===== config.mk =====
export PLATFORM = sky130hd
export DESIGN_NAME = terminated_line_buffer
export DESIGN_NICKNAME = d
export VERILOG_FILES = /design/src/tlb_pkg.sv /design/src/tlb_ram.sv /design/src/tlb_queue.sv /design/src/tlb_front.sv /design/src/tlb_back.sv /design/src/terminated_line_buffer.sv
export SDC_FILE = /design/constraint.sdc
export NUM_CORES = 1
export LEC_CHECK = 0
export ABC_AREA = 0
export BUFFER_PORTS_ARGS = -buffer_cell sky130_fd_sc_hd__buf_2
export CAP_MARGIN = 10
export CORE_MARGIN = 5
export CORE_UTILIZATION = 30
export CTS_BUF_LIST = sky130_fd_sc_hd__clkbuf_16
export DETAILED_ROUTE_END_ITERATION = 7
export GPL_TIMING_DRIVEN = 1
export HOLD_SLACK_MARGIN = 0.03
export SETUP_SLACK_MARGIN = 0.05
export SLEW_MARGIN = 40
export SYNTH_ARGS = -nofsm -noshare
export SYNTH_HDL_FRONTEND = slang
export SYNTH_HIERARCHICAL = 1
export SYNTH_SLANG_ARGS = --single-unit
export TNS_END_PERCENT = 100

===== constraint.sdc =====
create_clock -name clk -period 18.5 [get_ports clk]
set_input_delay 3.7 -clock clk [delete_from_list [all_inputs] [get_ports clk]]
set_output_delay 3.7 -clock clk [all_outputs]
set_load 0.03 [all_outputs]

===== src/tlb_pkg.sv =====
`default_nettype none
package tlb_pkg;

    // Input item kinds (s_tuser)
    localparam logic [1:0] OP_WRITE = 2'd0;
    localparam logic [1:0] OP_IDLE  = 2'd1;
    localparam logic [1:0] OP_CLEAR = 2'd2;

    // Result kinds (m_tuser)
    localparam logic [1:0] KIND_LINE = 2'd0;
    localparam logic [1:0] KIND_IDLE = 2'd1;
    localparam logic [1:0] KIND_DROP = 2'd2;

    // Register indexes (byte address 4*index)
    localparam logic [1:0] REG_IDLE_TIMEOUT = 2'd0;
    localparam logic [1:0] REG_TERM_LENGTH  = 2'd1;
    localparam logic [1:0] REG_TERM_BYTES   = 2'd2;

    localparam logic [31:0] RST_IDLE_TIMEOUT = 32'd100;
    localparam logic [2:0]  RST_TERM_LENGTH  = 3'd2;
    localparam logic [31:0] RST_TERM_BYTES   = 32'h0000_0A0D;

    // Width of the terminator register, in bytes
    localparam int TERM_BYTES = 4;

    typedef struct packed {
        logic [31:0] idle_timeout_ms;
        logic [2:0]  terminator_length;
        logic [31:0] terminator_bytes;
    } cfg_t;

endpackage
`default_nettype wire


===== src/tlb_ram.sv =====
`default_nettype none
module tlb_ram #(
    parameter int WIDTH = 8,
    parameter int DEPTH = 64
) (
    input  wire                     clk,
    input  wire                     we,
    input  wire [$clog2(DEPTH)-1:0] waddr,
    input  wire [WIDTH-1:0]         wdata,
    input  wire                     re,
    input  wire [$clog2(DEPTH)-1:0] raddr,
    output logic [WIDTH-1:0]        rdata
);

    logic [WIDTH-1:0] mem [DEPTH];

    always_ff @(posedge clk)
    begin
        if (we)
        begin
            mem[waddr] <= wdata;
        end
        if (re)
        begin
            rdata <= mem[raddr];
        end
    end

endmodule
`default_nettype wire


===== src/tlb_queue.sv =====
`default_nettype none
module tlb_queue #(
    parameter int WIDTH = 16,
    parameter int DEPTH = 4
) (
    input  wire              clk,
    input  wire              rst_n,
    input  wire              push,
    input  wire [WIDTH-1:0]  push_data,
    output logic             full,
    input  wire              pop,
    output logic [WIDTH-1:0] pop_data,
    output logic             empty
);

    localparam int PW = (DEPTH > 1) ? $clog2(DEPTH) : 1;
    localparam int CW = $clog2(DEPTH + 1);

    logic [WIDTH-1:0] slot_reg [DEPTH];
    logic [PW-1:0]    wr_ptr_reg, wr_ptr_next;
    logic [PW-1:0]    rd_ptr_reg, rd_ptr_next;
    logic [CW-1:0]    count_reg, count_next;
    logic             do_push, do_pop;

    assign full     = (count_reg == CW'(DEPTH));
    assign empty    = (count_reg == '0);
    assign pop_data = slot_reg[rd_ptr_reg];
    assign do_push  = push && !full;
    assign do_pop   = pop && !empty;

    always_comb
    begin
        wr_ptr_next = wr_ptr_reg;
        rd_ptr_next = rd_ptr_reg;
        count_next  = count_reg;
        if (do_push)
        begin
            wr_ptr_next = (wr_ptr_reg == PW'(DEPTH - 1)) ? '0 : wr_ptr_reg + 1'b1;
        end
        if (do_pop)
        begin
            rd_ptr_next = (rd_ptr_reg == PW'(DEPTH - 1)) ? '0 : rd_ptr_reg + 1'b1;
        end
        if (do_push && !do_pop)
        begin
            count_next = count_reg + 1'b1;
        end
        else if (do_pop && !do_push)
        begin
            count_next = count_reg - 1'b1;
        end
    end

    always_ff @(posedge clk or negedge rst_n)
    begin
        if (!rst_n)
        begin
            wr_ptr_reg <= '0;
            rd_ptr_reg <= '0;
            count_reg  <= '0;
        end
        else
        begin
            wr_ptr_reg <= wr_ptr_next;
            rd_ptr_reg <= rd_ptr_next;
            count_reg  <= count_next;
        end
    end

    always_ff @(posedge clk)
    begin
        if (do_push)
        begin
            slot_reg[wr_ptr_reg] <= push_data;
        end
    end

endmodule
`default_nettype wire


===== src/tlb_front.sv =====
`default_nettype none
module tlb_front #(
    parameter int STORE_DEPTH    = 64,
    parameter int MAX_TERMINATOR = 4
) (
    input  wire                              clk,
    input  wire                              rst_n,
    input  wire tlb_pkg::cfg_t               cfg,
    input  wire                              s_tvalid,
    output logic                             s_tready,
    input  wire [39:0]                       s_tdata,
    input  wire [1:0]                        s_tuser,
    output logic                             ram_we,
    output logic [$clog2(STORE_DEPTH)-1:0]   ram_waddr,
    output logic [7:0]                       ram_wdata,
    output logic                             cmd_push,
    output logic [$clog2(STORE_DEPTH)+$clog2(STORE_DEPTH+1)+1:0] cmd_data,
    input  wire                              cmd_full,
    input  wire                              release_byte
);

    import tlb_pkg::*;

    localparam int PTR_W    = $clog2(STORE_DEPTH);
    localparam int CNT_W    = $clog2(STORE_DEPTH + 1);
    localparam int SUM_W    = CNT_W + 1;
    localparam int TERM_CAP = (MAX_TERMINATOR < TERM_BYTES) ? MAX_TERMINATOR : TERM_BYTES;

    logic [PTR_W-1:0] rd_ptr_reg, rd_ptr_next;
    logic [CNT_W-1:0] fill_reg, fill_next;
    logic [CNT_W-1:0] held_reg, held_next;
    logic [31:0]      recent_reg, recent_next;
    logic [31:0]      last_ms_reg, last_ms_next;

    logic [1:0]       op;
    logic [7:0]       data_byte;
    logic [31:0]      now_ms;
    logic             accept;
    logic             store_full;
    logic             no_slot;
    logic [CNT_W-1:0] fill_w;
    logic [31:0]      recent_w;
    logic [2:0]       tlen;
    logic             match;
    logic [TERM_BYTES-1:0][7:0] term_b;
    logic [1:0]       want_idx;
    logic [31:0]      elapsed;
    logic [PTR_W-1:0] cmd_ptr;
    logic [CNT_W-1:0] cmd_cnt;
    logic [1:0]       cmd_kind;

    function automatic logic [PTR_W-1:0] wrap_add(input logic [PTR_W-1:0] p,
                                                  input logic [CNT_W-1:0] n);
        logic [SUM_W-1:0] s;
        s = SUM_W'(p) + SUM_W'(n);
        if (s >= SUM_W'(STORE_DEPTH))
        begin
            s = s - SUM_W'(STORE_DEPTH);
        end
        return s[PTR_W-1:0];
    endfunction

    assign op        = s_tuser;
    assign data_byte = s_tdata[7:0];
    assign now_ms    = s_tdata[39:8];

    assign store_full = (fill_reg == CNT_W'(STORE_DEPTH));
    // A new byte must not land on a slot the back end has not read out yet
    assign no_slot    = !store_full &&
                        ((SUM_W'(fill_reg) + SUM_W'(held_reg)) >= SUM_W'(STORE_DEPTH));
    assign s_tready   = !cmd_full && !((op == OP_WRITE) && no_slot);
    assign accept     = s_tvalid && s_tready;

    assign fill_w   = fill_reg + 1'b1;
    assign recent_w = {recent_reg[23:0], data_byte};
    assign term_b   = cfg.terminator_bytes;
    assign elapsed  = now_ms - last_ms_reg;

    always_comb
    begin
        tlen = cfg.terminator_length;
        if (tlen == 3'd0)
        begin
            tlen = 3'd1;
        end
        if (tlen > 3'(TERM_CAP))
        begin
            tlen = 3'(TERM_CAP);
        end
    end

    // Newest byte sits in recent bits 7:0 and faces the terminator's last byte
    always_comb
    begin
        match    = (SUM_W'(fill_w) >= SUM_W'(tlen));
        want_idx = '0;
        for (int k = 0; k < TERM_BYTES; k++)
        begin
            if (3'(k) < tlen)
            begin
                want_idx = 2'(tlen - 3'd1 - 3'(k));
                if (recent_w[8*k +: 8] != term_b[want_idx])
                begin
                    match = 1'b0;
                end
            end
        end
    end

    always_comb
    begin
        rd_ptr_next  = rd_ptr_reg;
        fill_next    = fill_reg;
        recent_next  = recent_reg;
        last_ms_next = last_ms_reg;
        ram_we       = 1'b0;
        ram_waddr    = wrap_add(rd_ptr_reg, fill_reg);
        ram_wdata    = data_byte;
        cmd_push     = 1'b0;
        cmd_ptr      = rd_ptr_reg;
        cmd_cnt      = fill_reg;
        cmd_kind     = KIND_LINE;
        if (accept)
        begin
            unique case (op)
                OP_WRITE:
                begin
                    if (store_full)
                    begin
                        cmd_push = 1'b1;
                        cmd_cnt  = CNT_W'(1);
                        cmd_kind = KIND_DROP;
                    end
                    else
                    begin
                        ram_we       = 1'b1;
                        recent_next  = recent_w;
                        last_ms_next = now_ms;
                        if (match)
                        begin
                            cmd_push    = 1'b1;
                            cmd_cnt     = fill_w;
                            rd_ptr_next = wrap_add(rd_ptr_reg, fill_w);
                            fill_next   = '0;
                        end
                        else
                        begin
                            fill_next = fill_w;
                        end
                    end
                end
                OP_IDLE:
                begin
                    if ((elapsed >= cfg.idle_timeout_ms) && (fill_reg != '0))
                    begin
                        cmd_push    = 1'b1;
                        cmd_kind    = KIND_IDLE;
                        rd_ptr_next = wrap_add(rd_ptr_reg, fill_reg);
                        fill_next   = '0;
                    end
                end
                OP_CLEAR:
                begin
                    // Discard stored bytes; keep the slot position so the free
                    // space stays contiguous with the bytes still owed
                    fill_next = '0;
                end
                default:
                begin
                end
            endcase
        end
    end

    always_comb
    begin
        held_next = held_reg;
        if (cmd_push && (cmd_kind != KIND_DROP))
        begin
            held_next = held_next + cmd_cnt;
        end
        if (release_byte)
        begin
            held_next = held_next - 1'b1;
        end
    end

    assign cmd_data = {cmd_kind, cmd_cnt, cmd_ptr};

    always_ff @(posedge clk or negedge rst_n)
    begin
        if (!rst_n)
        begin
            rd_ptr_reg  <= '0;
            fill_reg    <= '0;
            held_reg    <= '0;
            recent_reg  <= '0;
            last_ms_reg <= '0;
        end
        else
        begin
            rd_ptr_reg  <= rd_ptr_next;
            fill_reg    <= fill_next;
            held_reg    <= held_next;
            recent_reg  <= recent_next;
            last_ms_reg <= last_ms_next;
        end
    end

endmodule
`default_nettype wire


===== src/tlb_back.sv =====
`default_nettype none
module tlb_back #(
    parameter int STORE_DEPTH = 64
) (
    input  wire                              clk,
    input  wire                              rst_n,
    input  wire                              cmd_empty,
    input  wire [$clog2(STORE_DEPTH)+$clog2(STORE_DEPTH+1)+1:0] cmd_data,
    output logic                             cmd_pop,
    output logic                             ram_re,
    output logic [$clog2(STORE_DEPTH)-1:0]   ram_raddr,
    input  wire [7:0]                        ram_rdata,
    output logic                             release_byte,
    output logic                             m_tvalid,
    input  wire                              m_tready,
    output logic [7:0]                       m_tdata,
    output logic                             m_tlast,
    output logic [1:0]                       m_tuser
);

    import tlb_pkg::*;

    localparam int PTR_W = $clog2(STORE_DEPTH);
    localparam int CNT_W = $clog2(STORE_DEPTH + 1);

    logic             busy_reg, busy_next;
    logic [PTR_W-1:0] ptr_reg, ptr_next;
    logic [CNT_W-1:0] left_reg, left_next;
    logic [1:0]       kind_reg, kind_next;
    logic             pend_reg, pend_next;
    logic             pend_last_reg, pend_last_next;
    logic [1:0]       pend_kind_reg, pend_kind_next;
    logic             out_valid_reg, out_valid_next;
    logic [7:0]       out_byte_reg, out_byte_next;
    logic             out_last_reg, out_last_next;
    logic [1:0]       out_kind_reg, out_kind_next;

    logic             issue;
    logic [PTR_W-1:0] q_ptr;
    logic [CNT_W-1:0] q_cnt;
    logic [1:0]       q_kind;

    assign {q_kind, q_cnt, q_ptr} = cmd_data;

    assign cmd_pop      = !busy_reg && !cmd_empty;
    // Launch one read while the output slot is free or being taken
    assign issue        = busy_reg && !pend_reg && (!out_valid_reg || m_tready);
    assign ram_re       = issue && (kind_reg != KIND_DROP);
    assign ram_raddr    = ptr_reg;
    assign release_byte = ram_re;

    always_comb
    begin
        busy_next      = busy_reg;
        ptr_next       = ptr_reg;
        left_next      = left_reg;
        kind_next      = kind_reg;
        pend_next      = issue;
        pend_last_next = pend_last_reg;
        pend_kind_next = pend_kind_reg;
        out_valid_next = out_valid_reg;
        out_byte_next  = out_byte_reg;
        out_last_next  = out_last_reg;
        out_kind_next  = out_kind_reg;

        if (cmd_pop)
        begin
            busy_next = 1'b1;
            ptr_next  = q_ptr;
            left_next = q_cnt;
            kind_next = q_kind;
        end

        if (issue)
        begin
            pend_last_next = (left_reg == CNT_W'(1));
            pend_kind_next = kind_reg;
            ptr_next       = (ptr_reg == PTR_W'(STORE_DEPTH - 1)) ? '0 : ptr_reg + 1'b1;
            left_next      = left_reg - 1'b1;
            if (left_reg == CNT_W'(1))
            begin
                busy_next = 1'b0;
            end
        end

        if (out_valid_reg && m_tready)
        begin
            out_valid_next = 1'b0;
        end
        if (pend_reg)
        begin
            out_valid_next = 1'b1;
            out_byte_next  = (pend_kind_reg == KIND_DROP) ? 8'd0 : ram_rdata;
            out_last_next  = pend_last_reg;
            out_kind_next  = pend_kind_reg;
        end
    end

    assign m_tvalid = out_valid_reg;
    assign m_tdata  = out_byte_reg;
    assign m_tlast  = out_last_reg;
    assign m_tuser  = out_kind_reg;

    always_ff @(posedge clk or negedge rst_n)
    begin
        if (!rst_n)
        begin
            busy_reg      <= 1'b0;
            pend_reg      <= 1'b0;
            out_valid_reg <= 1'b0;
        end
        else
        begin
            busy_reg      <= busy_next;
            pend_reg      <= pend_next;
            out_valid_reg <= out_valid_next;
        end
    end

    always_ff @(posedge clk)
    begin
        ptr_reg       <= ptr_next;
        left_reg      <= left_next;
        kind_reg      <= kind_next;
        pend_last_reg <= pend_last_next;
        pend_kind_reg <= pend_kind_next;
        out_byte_reg  <= out_byte_next;
        out_last_reg  <= out_last_next;
        out_kind_reg  <= out_kind_next;
    end

endmodule
`default_nettype wire


===== src/terminated_line_buffer.sv =====
`default_nettype none
// Line framer over a circular byte store. Each input beat is a byte write,
// an idle check or a clear (s_tuser). Bytes collect in the store; as soon as
// the stored bytes end with the configured terminator the whole line is sent
// out as a run of beats (m_tlast on the final one, m_tuser = 0). An idle
// check whose time since the last stored byte has reached idle_timeout_ms
// sends the partial line (m_tuser = 1). A write into a full store sends one
// drop report beat (byte 0, m_tuser = 2). Input beats are taken one per cycle
// while s_tready is high; each flushed line is handed to the back end as one
// command through a four-entry queue. The back end reads the store through
// its one registered read port and does not launch a new read while one is
// still pending. Input stalls only when that queue is full, or when a byte
// would overwrite a slot still waiting to be sent.
// Configuration registers (APB, 32-bit): 0x0 idle_timeout_ms,
// 0x4 terminator_length, 0x8 terminator_bytes (first byte in bits 7:0).
module terminated_line_buffer #(
    parameter int STORE_DEPTH    = 64,
    parameter int MAX_TERMINATOR = 4
) (
    input  wire         clk,
    input  wire         rst_n,
    // APB configuration port
    input  wire         psel,
    input  wire         penable,
    input  wire         pwrite,
    input  wire  [3:0]  paddr,
    input  wire  [31:0] pwdata,
    output logic [31:0] prdata,
    output logic        pready,
    // Input stream
    input  wire         s_tvalid,
    output logic        s_tready,
    input  wire  [39:0] s_tdata,   // [7:0] data_byte, [39:8] now_ms
    input  wire  [1:0]  s_tuser,   // [1:0] operation
    // Output stream
    output logic        m_tvalid,
    input  wire         m_tready,
    output logic [7:0]  m_tdata,   // [7:0] out_byte
    output logic        m_tlast,   // out_last
    output logic [1:0]  m_tuser    // [1:0] out_kind
);

    import tlb_pkg::*;

    localparam int PTR_W = $clog2(STORE_DEPTH);
    localparam int CNT_W = $clog2(STORE_DEPTH + 1);
    // Queue entry: kind, byte count, start slot
    localparam int CMD_W = PTR_W + CNT_W + 2;

    cfg_t             cfg_reg, cfg_next;
    logic             cfg_wr;
    logic [1:0]       reg_idx;

    logic             ram_we;
    logic [PTR_W-1:0] ram_waddr;
    logic [7:0]       ram_wdata;
    logic             ram_re;
    logic [PTR_W-1:0] ram_raddr;
    logic [7:0]       ram_rdata;

    logic             cmd_push;
    logic [CMD_W-1:0] cmd_in;
    logic             cmd_full;
    logic             cmd_pop;
    logic [CMD_W-1:0] cmd_out;
    logic             cmd_empty;
    logic             release_byte;

    // Register file: write on the access cycle, no wait states
    assign pready  = 1'b1;
    assign reg_idx = paddr[3:2];
    assign cfg_wr  = psel && penable && pwrite && pready;

    always_comb
    begin
        cfg_next = cfg_reg;
        if (cfg_wr)
        begin
            unique case (reg_idx)
                REG_IDLE_TIMEOUT: cfg_next.idle_timeout_ms   = pwdata;
                REG_TERM_LENGTH:  cfg_next.terminator_length = pwdata[2:0];
                REG_TERM_BYTES:   cfg_next.terminator_bytes  = pwdata;
                default:
                begin
                end
            endcase
        end
    end

    always_comb
    begin
        unique case (reg_idx)
            REG_IDLE_TIMEOUT: prdata = cfg_reg.idle_timeout_ms;
            REG_TERM_LENGTH:  prdata = {29'd0, cfg_reg.terminator_length};
            REG_TERM_BYTES:   prdata = cfg_reg.terminator_bytes;
            default:          prdata = '0;
        endcase
    end

    always_ff @(posedge clk or negedge rst_n)
    begin
        if (!rst_n)
        begin
            cfg_reg.idle_timeout_ms   <= RST_IDLE_TIMEOUT;
            cfg_reg.terminator_length <= RST_TERM_LENGTH;
            cfg_reg.terminator_bytes  <= RST_TERM_BYTES;
        end
        else
        begin
            cfg_reg <= cfg_next;
        end
    end

    // Front end: take beats, update the store, classify flushes
    tlb_front #(
        .STORE_DEPTH    (STORE_DEPTH),
        .MAX_TERMINATOR (MAX_TERMINATOR)
    ) u_front (
        .clk          (clk),
        .rst_n        (rst_n),
        .cfg          (cfg_reg),
        .s_tvalid     (s_tvalid),
        .s_tready     (s_tready),
        .s_tdata      (s_tdata),
        .s_tuser      (s_tuser),
        .ram_we       (ram_we),
        .ram_waddr    (ram_waddr),
        .ram_wdata    (ram_wdata),
        .cmd_push     (cmd_push),
        .cmd_data     (cmd_in),
        .cmd_full     (cmd_full),
        .release_byte (release_byte)
    );

    // Line store
    tlb_ram #(
        .WIDTH (8),
        .DEPTH (STORE_DEPTH)
    ) u_store (
        .clk   (clk),
        .we    (ram_we),
        .waddr (ram_waddr),
        .wdata (ram_wdata),
        .re    (ram_re),
        .raddr (ram_raddr),
        .rdata (ram_rdata)
    );

    // Flush commands between front and back
    tlb_queue #(
        .WIDTH (CMD_W),
        .DEPTH (4)
    ) u_queue (
        .clk       (clk),
        .rst_n     (rst_n),
        .push      (cmd_push),
        .push_data (cmd_in),
        .full      (cmd_full),
        .pop       (cmd_pop),
        .pop_data  (cmd_out),
        .empty     (cmd_empty)
    );

    // Back end: walk the store and drive the output stream
    tlb_back #(
        .STORE_DEPTH (STORE_DEPTH)
    ) u_back (
        .clk          (clk),
        .rst_n        (rst_n),
        .cmd_empty    (cmd_empty),
        .cmd_data     (cmd_out),
        .cmd_pop      (cmd_pop),
        .ram_re       (ram_re),
        .ram_raddr    (ram_raddr),
        .ram_rdata    (ram_rdata),
        .release_byte (release_byte),
        .m_tvalid     (m_tvalid),
        .m_tready     (m_tready),
        .m_tdata      (m_tdata),
        .m_tlast      (m_tlast),
        .m_tuser      (m_tuser)
    );

endmodule
`default_nettype wire


# Yosys cells after proc, flatten, opt, wreduce, memory -nomap -nowiden
# Memory sizes are Yosys's and may differ from the RTL's. A register that Yosys moved wholly into a read port is not among the register bits.
# Index checks and enable logic that the tools add are counted.
totals:
  regBits: 182
  mem_bits_rw: 572
  input_bits: 85
  wordCells: 186
  mem_count: 2
memory_table:
  columns: ["name", "depth", "width", "rd", "rd_clocked_by_memory_dff", "write_ports", "line", "source"]
  rows:
  - ["u_store.mem", 64, 8, 1, 1, 1, "tlb_ram.sv:15", "logic [WIDTH-1:0] mem [DEPTH];"]
  - ["u_queue.slot_reg", 4, 15, 1, 0, 1, "tlb_queue.sv:19", "logic [WIDTH-1:0] slot_reg [DEPTH];"]
classes:
  n_addsub: 19
  magnitude_cmp: 14
  n_eq_ne: 20
  n_mux: 65
  bitwise_logic: 1
  n_reduce_logical: 43
op_table:
  columns: ["operator", "count"]
  rows:
  - ["$pmux W32 S3", 1]
  - ["$mux W7", 11]
  - ["$bmux W8 S2", 4]
  - ["$mux W6", 8]
  - ["$ge A32 B32 Y1", 1]
  - ["$mux W8", 4]
  - ["$ne A8 B8 Y1", 4]
  - ["$sub A32 B32 Y32", 1]
  - ["$mux W1", 25]
  - ["$ge A8 B7 Y1 const B", 3]
  - ["$pmux W7 S3", 1]
  - ["$logic_and A1 B1 Y1", 17]
  - ["$add A6 B7 Y8", 2]
  - ["$sub A7 B1 Y7 const B", 2]
  - ["$lt A2 B3 Y1 const B", 4]
  - ["$mux W3", 4]
  - ["$pmux W6 S2", 1]
  - ["$sub A6 B1 Y6 const B", 2]
  - ["$eq A2 B2 Y1 const B", 5]
  - ["$logic_not A1 Y1", 9]
  - ["$add A7 B7 Y8", 1]
  - ["$mux W2", 4]
  - ["$reduce_bool A2 Y1", 4]
  - ["$add A7 B1 Y7 const B", 1]
  - ["30 further kinds", 43]

# Logic depth before layout (Yosys ltp)
depth:
  ltp_word: 25
  depth_mapped: 32
  ltp_nobuf: 31

# Modules after synthesis
# Netlist, hierarchy kept.
modules_own_cells:
  columns: ["mod", "n_inst", "cells_each", "area_each_um2"]
  rows:
  - ["tlb_ram", 1, 940, 20246.9]
  - ["tlb_front", 1, 964, 8002.7]
  - ["terminated_line_buffer", 1, 222, 3070.4]
  - ["tlb_queue", 1, 116, 2628.8]
  - ["tlb_back", 1, 107, 1455.1]

# Worst setup path before layout
# Ideal clock, no wire load.
synth_timing:
  path_type: "input port to flip-flop"
  startpoint: "in s_tdata[8]"
  endpoint: "reg u_front.held_reg[6]"
  arrival_time_ns: 9.504
  required_ns: 18.380
  setup_slack_ns: 8.875
  cell_stages: 32
  cell_sequence: "inv_1 ha_1 inv_1 fa_1 a21o_1 a21oi_1 o211a_1 or3_1 a21oi_1 nor3_1 or3_1 a31oi_1 nor4_1 a211o_1 ha_1 a21o_1 a211oi_1 o211a_1 o211ai_1 a21oi_1 nor4b_2 or2_1 buf_4 mux2i_1 ha_1 nand2_1 nor3_1 nor3b_1 xor2_1 a211o_1 mux2_2 and4_1"
synth_between:
  elab_chain_len: 11
  word_cells_on_any_way: 14
  classes_between: "add/sub: 2; order compare: 1; eq/ne: 1; mux: 8; reduce/logical: 2"
synth_rtl:
  columns: ["element", "line", "source"]
  rows:
  - ["from (decl)", "terminated_line_buffer.sv:33", "input wire [39:0] s_tdata,"]
  - ["$sub A32 B32 Y32 (*)", "tlb_front.sv:77", "assign elapsed = now_ms - last_ms_reg;"]
  - ["$ge A32 B32 Y1 (*)", "tlb_front.sv:154", "if ((elapsed >= cfg.idle_timeout_ms) && (fill_reg != '0))"]
  - ["$logic_and A1 B1 Y1 (*)", "tlb_front.sv:154", null]
  - ["$mux W1 (*)", "tlb_front.sv:154", null]
  - ["$pmux W2 S2 (*)", "tlb_front.sv:125", "unique case (op)"]
  - ["$mux W2 (*)", "tlb_front.sv:123", "if (accept)"]
  - ["via cmd_in[13]", "terminated_line_buffer.sv:62", "logic [CMD_W-1:0] cmd_in;"]
  - ["$ne A2 B2 Y1 (*)", "tlb_front.sv:178", "if (cmd_push && (cmd_kind != KIND_DROP))"]
  - ["$logic_and A1 B1 Y1 (*)", "tlb_front.sv:178", null]
  - ["$mux W7 (*)", "tlb_front.sv:178", null]
  - ["$sub A7 B1 Y7", "tlb_front.sv:184", "held_next = held_next - 1'b1;"]
  - ["$mux W7 (*)", "tlb_front.sv:182", "if (release_byte)"]
  - ["via u_front.held_next[6]", "tlb_front.sv:31", "logic [CNT_W-1:0] held_reg, held_next;"]
  - ["to (signal assigned)", "tlb_front.sv:204", "held_reg <= held_next;"]
  - ["to (decl)", "tlb_front.sv:31", null]
# Mark *: on every way through the listed nets, which the timed path passes. The rest lies on a longest branch.
# A chain may end at the register's enable or synchronous reset.

# Worst setup path after layout
# Ends and elaborated chain as after synthesis.

==> flow_summary.html <==
<table>
<tr><th>Metric</th><th>Value</th></tr>
<tr><th colspan="2">Status</th></tr>
<tr><td>Outcome</td><td>completed</td></tr>
<tr><th colspan="2">Finish</th></tr>
<tr><td>Footprint of the flip-flops and latches</td><td>between 20000 and 25000 sq um</td></tr>
<tr><td>Final core utilization</td><td>~34%</td></tr>
<tr><td>Multi-input gate area</td><td>roughly 12000 sq um</td></tr>
<tr><td>Flip-flop count of the largest register, all copies and words added</td><td>512</td></tr>
<tr><td>Signed area change from the synthesized netlist to the final layout</td><td>13.82%</td></tr>
<tr><td>Filler instances</td><td>11340</td></tr>
<tr><td>Fraction of final layout cells sized beyond drive strength 1</td><td>23.82%</td></tr>
<tr><td>Final instance area</td><td>between 40000 and 50000 sq um</td></tr>
<tr><td># nets final</td><td>~2700</td></tr>
<tr><th colspan="2">STA</th></tr>
<tr><td>RSZ-0062 raised after global routing</td><td>no</td></tr>
<tr><td>Slew @ Worst Pin</td><td>approximately 0.9 ns</td></tr>
<tr><td>Setup violation total in the final timing report</td><td>0</td></tr>
<tr><td>Final setup skew</td><td>roughly 0.033 ns</td></tr>
<tr><td>Post-route clock period utilization</td><td>a little under 60%</td></tr>
<tr><td>Final Hold Slack</td><td>roughly 0.44 ns</td></tr>
<tr><td>F_max</td><td>between 90 and 100 MHz</td></tr>
<tr><td>Hold violation total from the final report</td><td>0</td></tr>
<tr><td>TNS Setup</td><td>0 ns</td></tr>
<tr><td>Post-layout min period</td><td>~11 ns</td></tr>
<tr><td>Number of max-slew violations in the final report</td><td>0</td></tr>
<tr><td>Tightest slew margin relative to the limit</td><td>approximately two fifths</td></tr>
<tr><th colspan="2">Routing</th></tr>
<tr><td>Initial detailed-routing violation count</td><td>between 1500 and 2000</td></tr>
<tr><td>Average vias per placed instance</td><td>about 5.0</td></tr>
<tr><td>Number of DRC violations after detailed routing</td><td>0</td></tr>
<tr><td>Wire length after detailed routing</td><td>roughly 85000 microns</td></tr>
<tr><td>Antenna Nets Post-Route</td><td>0</td></tr>
<tr><td>First-pass iteration count of the detailed router</td><td>5</td></tr>
<tr><td>Post-DR wirelength/cell</td><td>between 20 and 25 microns</td></tr>
<tr><td>Number of vias in the routed layout</td><td>20360</td></tr>
<tr><th colspan="2">Clocking</th></tr>
<tr><td>Cts bufs inserted</td><td>77</td></tr>
<tr><td>Number of hold buffers added after CTS</td><td>0</td></tr>
<tr><td>Clock network latency to the later pin of the worst-skew pair</td><td>between 0.6 and 0.7 ns</td></tr>
<tr><td>Maximum number of buffers from clock root to sink</td><td>3</td></tr>
<tr><td>Number of H-tree branching levels</td><td>3</td></tr>
<tr><td>Post CTS Setup Buffer Count</td><td>0</td></tr>
<tr><td>Number of cells upsized or downsized after cts</td><td>0</td></tr>
<tr><td># clock sinks</td><td>approximately 760</td></tr>
<tr><td>Cell chosen for the clock root</td><td>sky130_fd_sc_hd__clkbuf_16</td></tr>
<tr><td>Clock transition at the registers of the reported paths</td><td>approximately 0.06 ns</td></tr>
<tr><td>TritonCTS clock tree</td><td>built</td></tr>
<tr><th colspan="2">Place</th></tr>
<tr><td>Total cell area at the placement stage</td><td>37610 sq um</td></tr>
<tr><td>Post-detail-place hpwl</td><td>about 55000 microns</td></tr>
<tr><td>Port-buffer cells</td><td>127</td></tr>
<tr><td>Routability-driven placement congestion ratio</td><td>0.8165</td></tr>
<tr><th colspan="2">Synth</th></tr>
<tr><td>Leading post-synthesis cells by cell area</td><td>sky130_fd_sc_hd__edfxtp_1 52%, sky130_fd_sc_hd__dfrtp_1 10%, sky130_fd_sc_hd__mux4_2 9.0%</td></tr>
<tr><td>Number of flops mapped to enable cells by yosys</td><td>just over 600</td></tr>
<tr><td>Share of async-settable or async-resettable flops after synthesis</td><td>between 20 and 25%</td></tr>
<tr><td>Post-Syn Instances</td><td>2349</td></tr>
<tr><td>Sequential area share after synthesis</td><td>between 60% and 70%</td></tr>
<tr><td>Most common cell in the synthesized netlist</td><td>sky130_fd_sc_hd__edfxtp_1</td></tr>
<tr><td>Fraction of synthesized cell area taken by the top area cell type</td><td>about 52%</td></tr>
<tr><td>Number of warning messages in the yosys log</td><td>6</td></tr>
<tr><td>Post-Syn Area per Cell</td><td>~15 sq um</td></tr>
<tr><td>Post-synthesis cell type with the largest combined area</td><td>sky130_fd_sc_hd__edfxtp_1</td></tr>
<tr><td>Synthesized flop and latch total</td><td>between 700 and 800</td></tr>
<tr><td>Synth top cells by count</td><td>609 x sky130_fd_sc_hd__edfxtp_1, 152 x sky130_fd_sc_hd__nor2_1, 144 x sky130_fd_sc_hd__dfrtp_1, 141 x sky130_fd_sc_hd__mux4_2, 137 x sky130_fd_sc_hd__nand2_1</td></tr>
<tr><td>Cell Area, Synth</td><td>35400 sq um</td></tr>
<tr><td>Predominant post-synthesis flop cell</td><td>sky130_fd_sc_hd__edfxtp_1</td></tr>
<tr><td>Distinct cell type count of the synthesized netlist</td><td>between 90 and 100</td></tr>
<tr><td>Syn Nets</td><td>between 2000 and 3000</td></tr>
<tr><th colspan="2">Global route</th></tr>
<tr><td>Largest net degree at the start of global routing</td><td>between 100 and 150</td></tr>
<tr><td>Number of global-route vias before repair</td><td>a little over 20000</td></tr>
<tr><td>Global-route usage over all layers</td><td>13.40%</td></tr>
<tr><td>Antenna violations before repair</td><td>20</td></tr>
<tr><td>Global-route wire length before repair</td><td>around 130000 microns</td></tr>
<tr><td>Total congestion overflow</td><td>0</td></tr>
<tr><th colspan="2">Floorplan</th></tr>
<tr><td>Overall die area</td><td>between 100000 and 150000 sq um</td></tr>
<tr><td>Die Span Y</td><td>about 350 microns</td></tr>
<tr><td>Effective utilization at floorplan</td><td>30.10%</td></tr>
<tr><td>FP Rows</td><td>between 100 and 150</td></tr>
<tr><td>Core Footprint</td><td>~120000 sq um</td></tr>
<tr><td>Die outline width</td><td>353.5 microns</td></tr>
<tr><td>Number of primary I/O pins</td><td>between 100 and 150</td></tr>
<tr><th colspan="2">Setup path</th></tr>
<tr><td>Critical path data required time</td><td>approximately 19 ns</td></tr>
<tr><td>Worst path max stage delay</td><td>approximately 0.70 ns</td></tr>
<tr><td>Worst Path Class, Setup</td><td>input pin to flip-flop</td></tr>
<tr><td>Kind of launch point of the worst setup path</td><td>input pin</td></tr>
<tr><td>Critical-path cell with the highest stage delay</td><td>sky130_fd_sc_hd__a21oi_1</td></tr>
<tr><td>Maximum fanout along the worst path</td><td>9</td></tr>
<tr><td>Signal arrival time at the worst endpoint</td><td>roughly 11 ns</td></tr>
<tr><td>Category of the worst setup path capture point</td><td>flip-flop</td></tr>
<tr><th colspan="2">Power and ir drop</th></tr>
<tr><td>Total leakage power</td><td>14.30 nW</td></tr>
<tr><td>Power Total</td><td>approximately 6 mW</td></tr>
<tr><td>Power per standard cell area</td><td>between 150 and 200 nW/um^2</td></tr>
<tr><td>Worst vdd rail ir drop</td><td>~0.086 mV</td></tr>
<tr><th colspan="2">Min path</th></tr>
<tr><td>Type of the most critical hold path</td><td>flip-flop to flip-flop</td></tr>
<tr><th colspan="2">Flow run</th></tr>
<tr><td>Max-cap violation count</td><td>0</td></tr>
</table>
## critical path, delay by kind of cell
| family | cells | cell delay (ns) |
|---|---|---|
| AOI/OAI and AO/OA | 12 | 3.22 |
| and+or+nand+nor | 10 | 2.37 |
| adders and majority gates | 4 | 0.78 |
| muxes | 2 | 0.53 |
| buffers and inverters | 4 | 0.40 |
| xor gates and xnor gates | 1 | 0.15 |
## worst paths after layout
check	start	endpoint	slack, ns	cells after the start
worst max-delay path	s_tdata[8]	u_front/held_reg[6]	7.84	33
worst min register to register	u_back/pend_last_reg	u_back/m_tlast	0.44	0
worst min-delay path	u_back/pend_last_reg	u_back/m_tlast	0.44	0
min in group asynchronous	rst_n	u_front/last_ms_reg[14]	2.97	1
worst max register to register	u_front/last_ms_reg[0]	u_front/held_reg[6]	10.66	31
max in group asynchronous	rst_n	u_front/cmd_ptr[1]	14.27	3
## where the power goes
part / internal [mW] / total [mW] / switching [mW]
registers: 2.08 / 2.27 / 0.189
logic: 0.970 / 2.26 / 1.29
clock network: 0.894 / 1.56 / 0.669
## layer usage
metal | vias up | GRT usage (%) | share of wire [%]
met4 | 16 | 3.647 | 2.3
met3 | 123 | 3.111 | 6.8
li1 | 9286 | - | -
met1 | 10320 | 18.43 | 44
met5 | - | 0 | 0.11
met2 | 607 | 21.40 | 47
## cell type report
type                    count  share of cell area [%]
clock inverters            59                   1.354
inverters                 112                   1.049
multi-input cells        1361                   30.42
well taps                1536                   4.769
diodes                     14                 0.08694
repair buffers            163                   2.503
clock buffers              79                   4.906
flip-flops and latches    762                   54.91
## cell families (layout without fill, tap and decap cells)
group	after synthesis	in the layout	share of synthesized area, %
compound gates	349	349	6.545
xor+xnor	94	94	2.325
fa+ha+maj	111	111	4.050
buf+inv	226	413	3.216
flops	762	762	62.50
mux	332	332	14.82
other cells	1	15	0.01059
simple gates	474	474	6.535
## cells in the final DEF, fill, tap and decap left out, types with 27 or more instances in the layout
| cell | Yosys | final |
|---|---|---|
| sky130_fd_sc_hd__mux2_2 | 109 | 109 |
| sky130_fd_sc_hd__a21o_1 | 30 | 29 |
| sky130_fd_sc_hd__a211oi_1 | 32 | 32 |
| sky130_fd_sc_hd__mux2i_1 | 70 | 70 |
| sky130_fd_sc_hd__ha_1 | 105 | 105 |
| sky130_fd_sc_hd__inv_1 | 109 | 125 |
| sky130_fd_sc_hd__nand2_1 | 137 | 137 |
| sky130_fd_sc_hd__clkbuf_16 | 0 | 79 |
| sky130_fd_sc_hd__buf_4 | 31 | 27 |
| sky130_fd_sc_hd__a21oi_1 | 73 | 72 |
| sky130_fd_sc_hd__xnor2_1 | 68 | 66 |
| sky130_fd_sc_hd__nor2_2 | 1 | 34 |
| sky130_fd_sc_hd__o21ai_0 | 76 | 76 |
| sky130_fd_sc_hd__buf_2 | 23 | 126 |
| sky130_fd_sc_hd__nand3_1 | 35 | 35 |
| sky130_fd_sc_hd__dfrtp_1 | 144 | 143 |
| sky130_fd_sc_hd__edfxtp_1 | 609 | 609 |
| sky130_fd_sc_hd__mux4_2 | 141 | 141 |
| sky130_fd_sc_hd__nor2_1 | 152 | 118 |
## per-stage QoR
| stage | setup slack, ns | std cells |
|---|---|---|
| after floorplan | 8.875 | 2349 |
| after global placement | 7.339 | 3928 |
| after detailed placement | 7.283 | 3930 |
| after CTS | 7.925 | 4068 |
| after global routing | 7.487 | 4073 |
| final | 7.843 | 4086 |
Power figures use the tool's default switching activity.
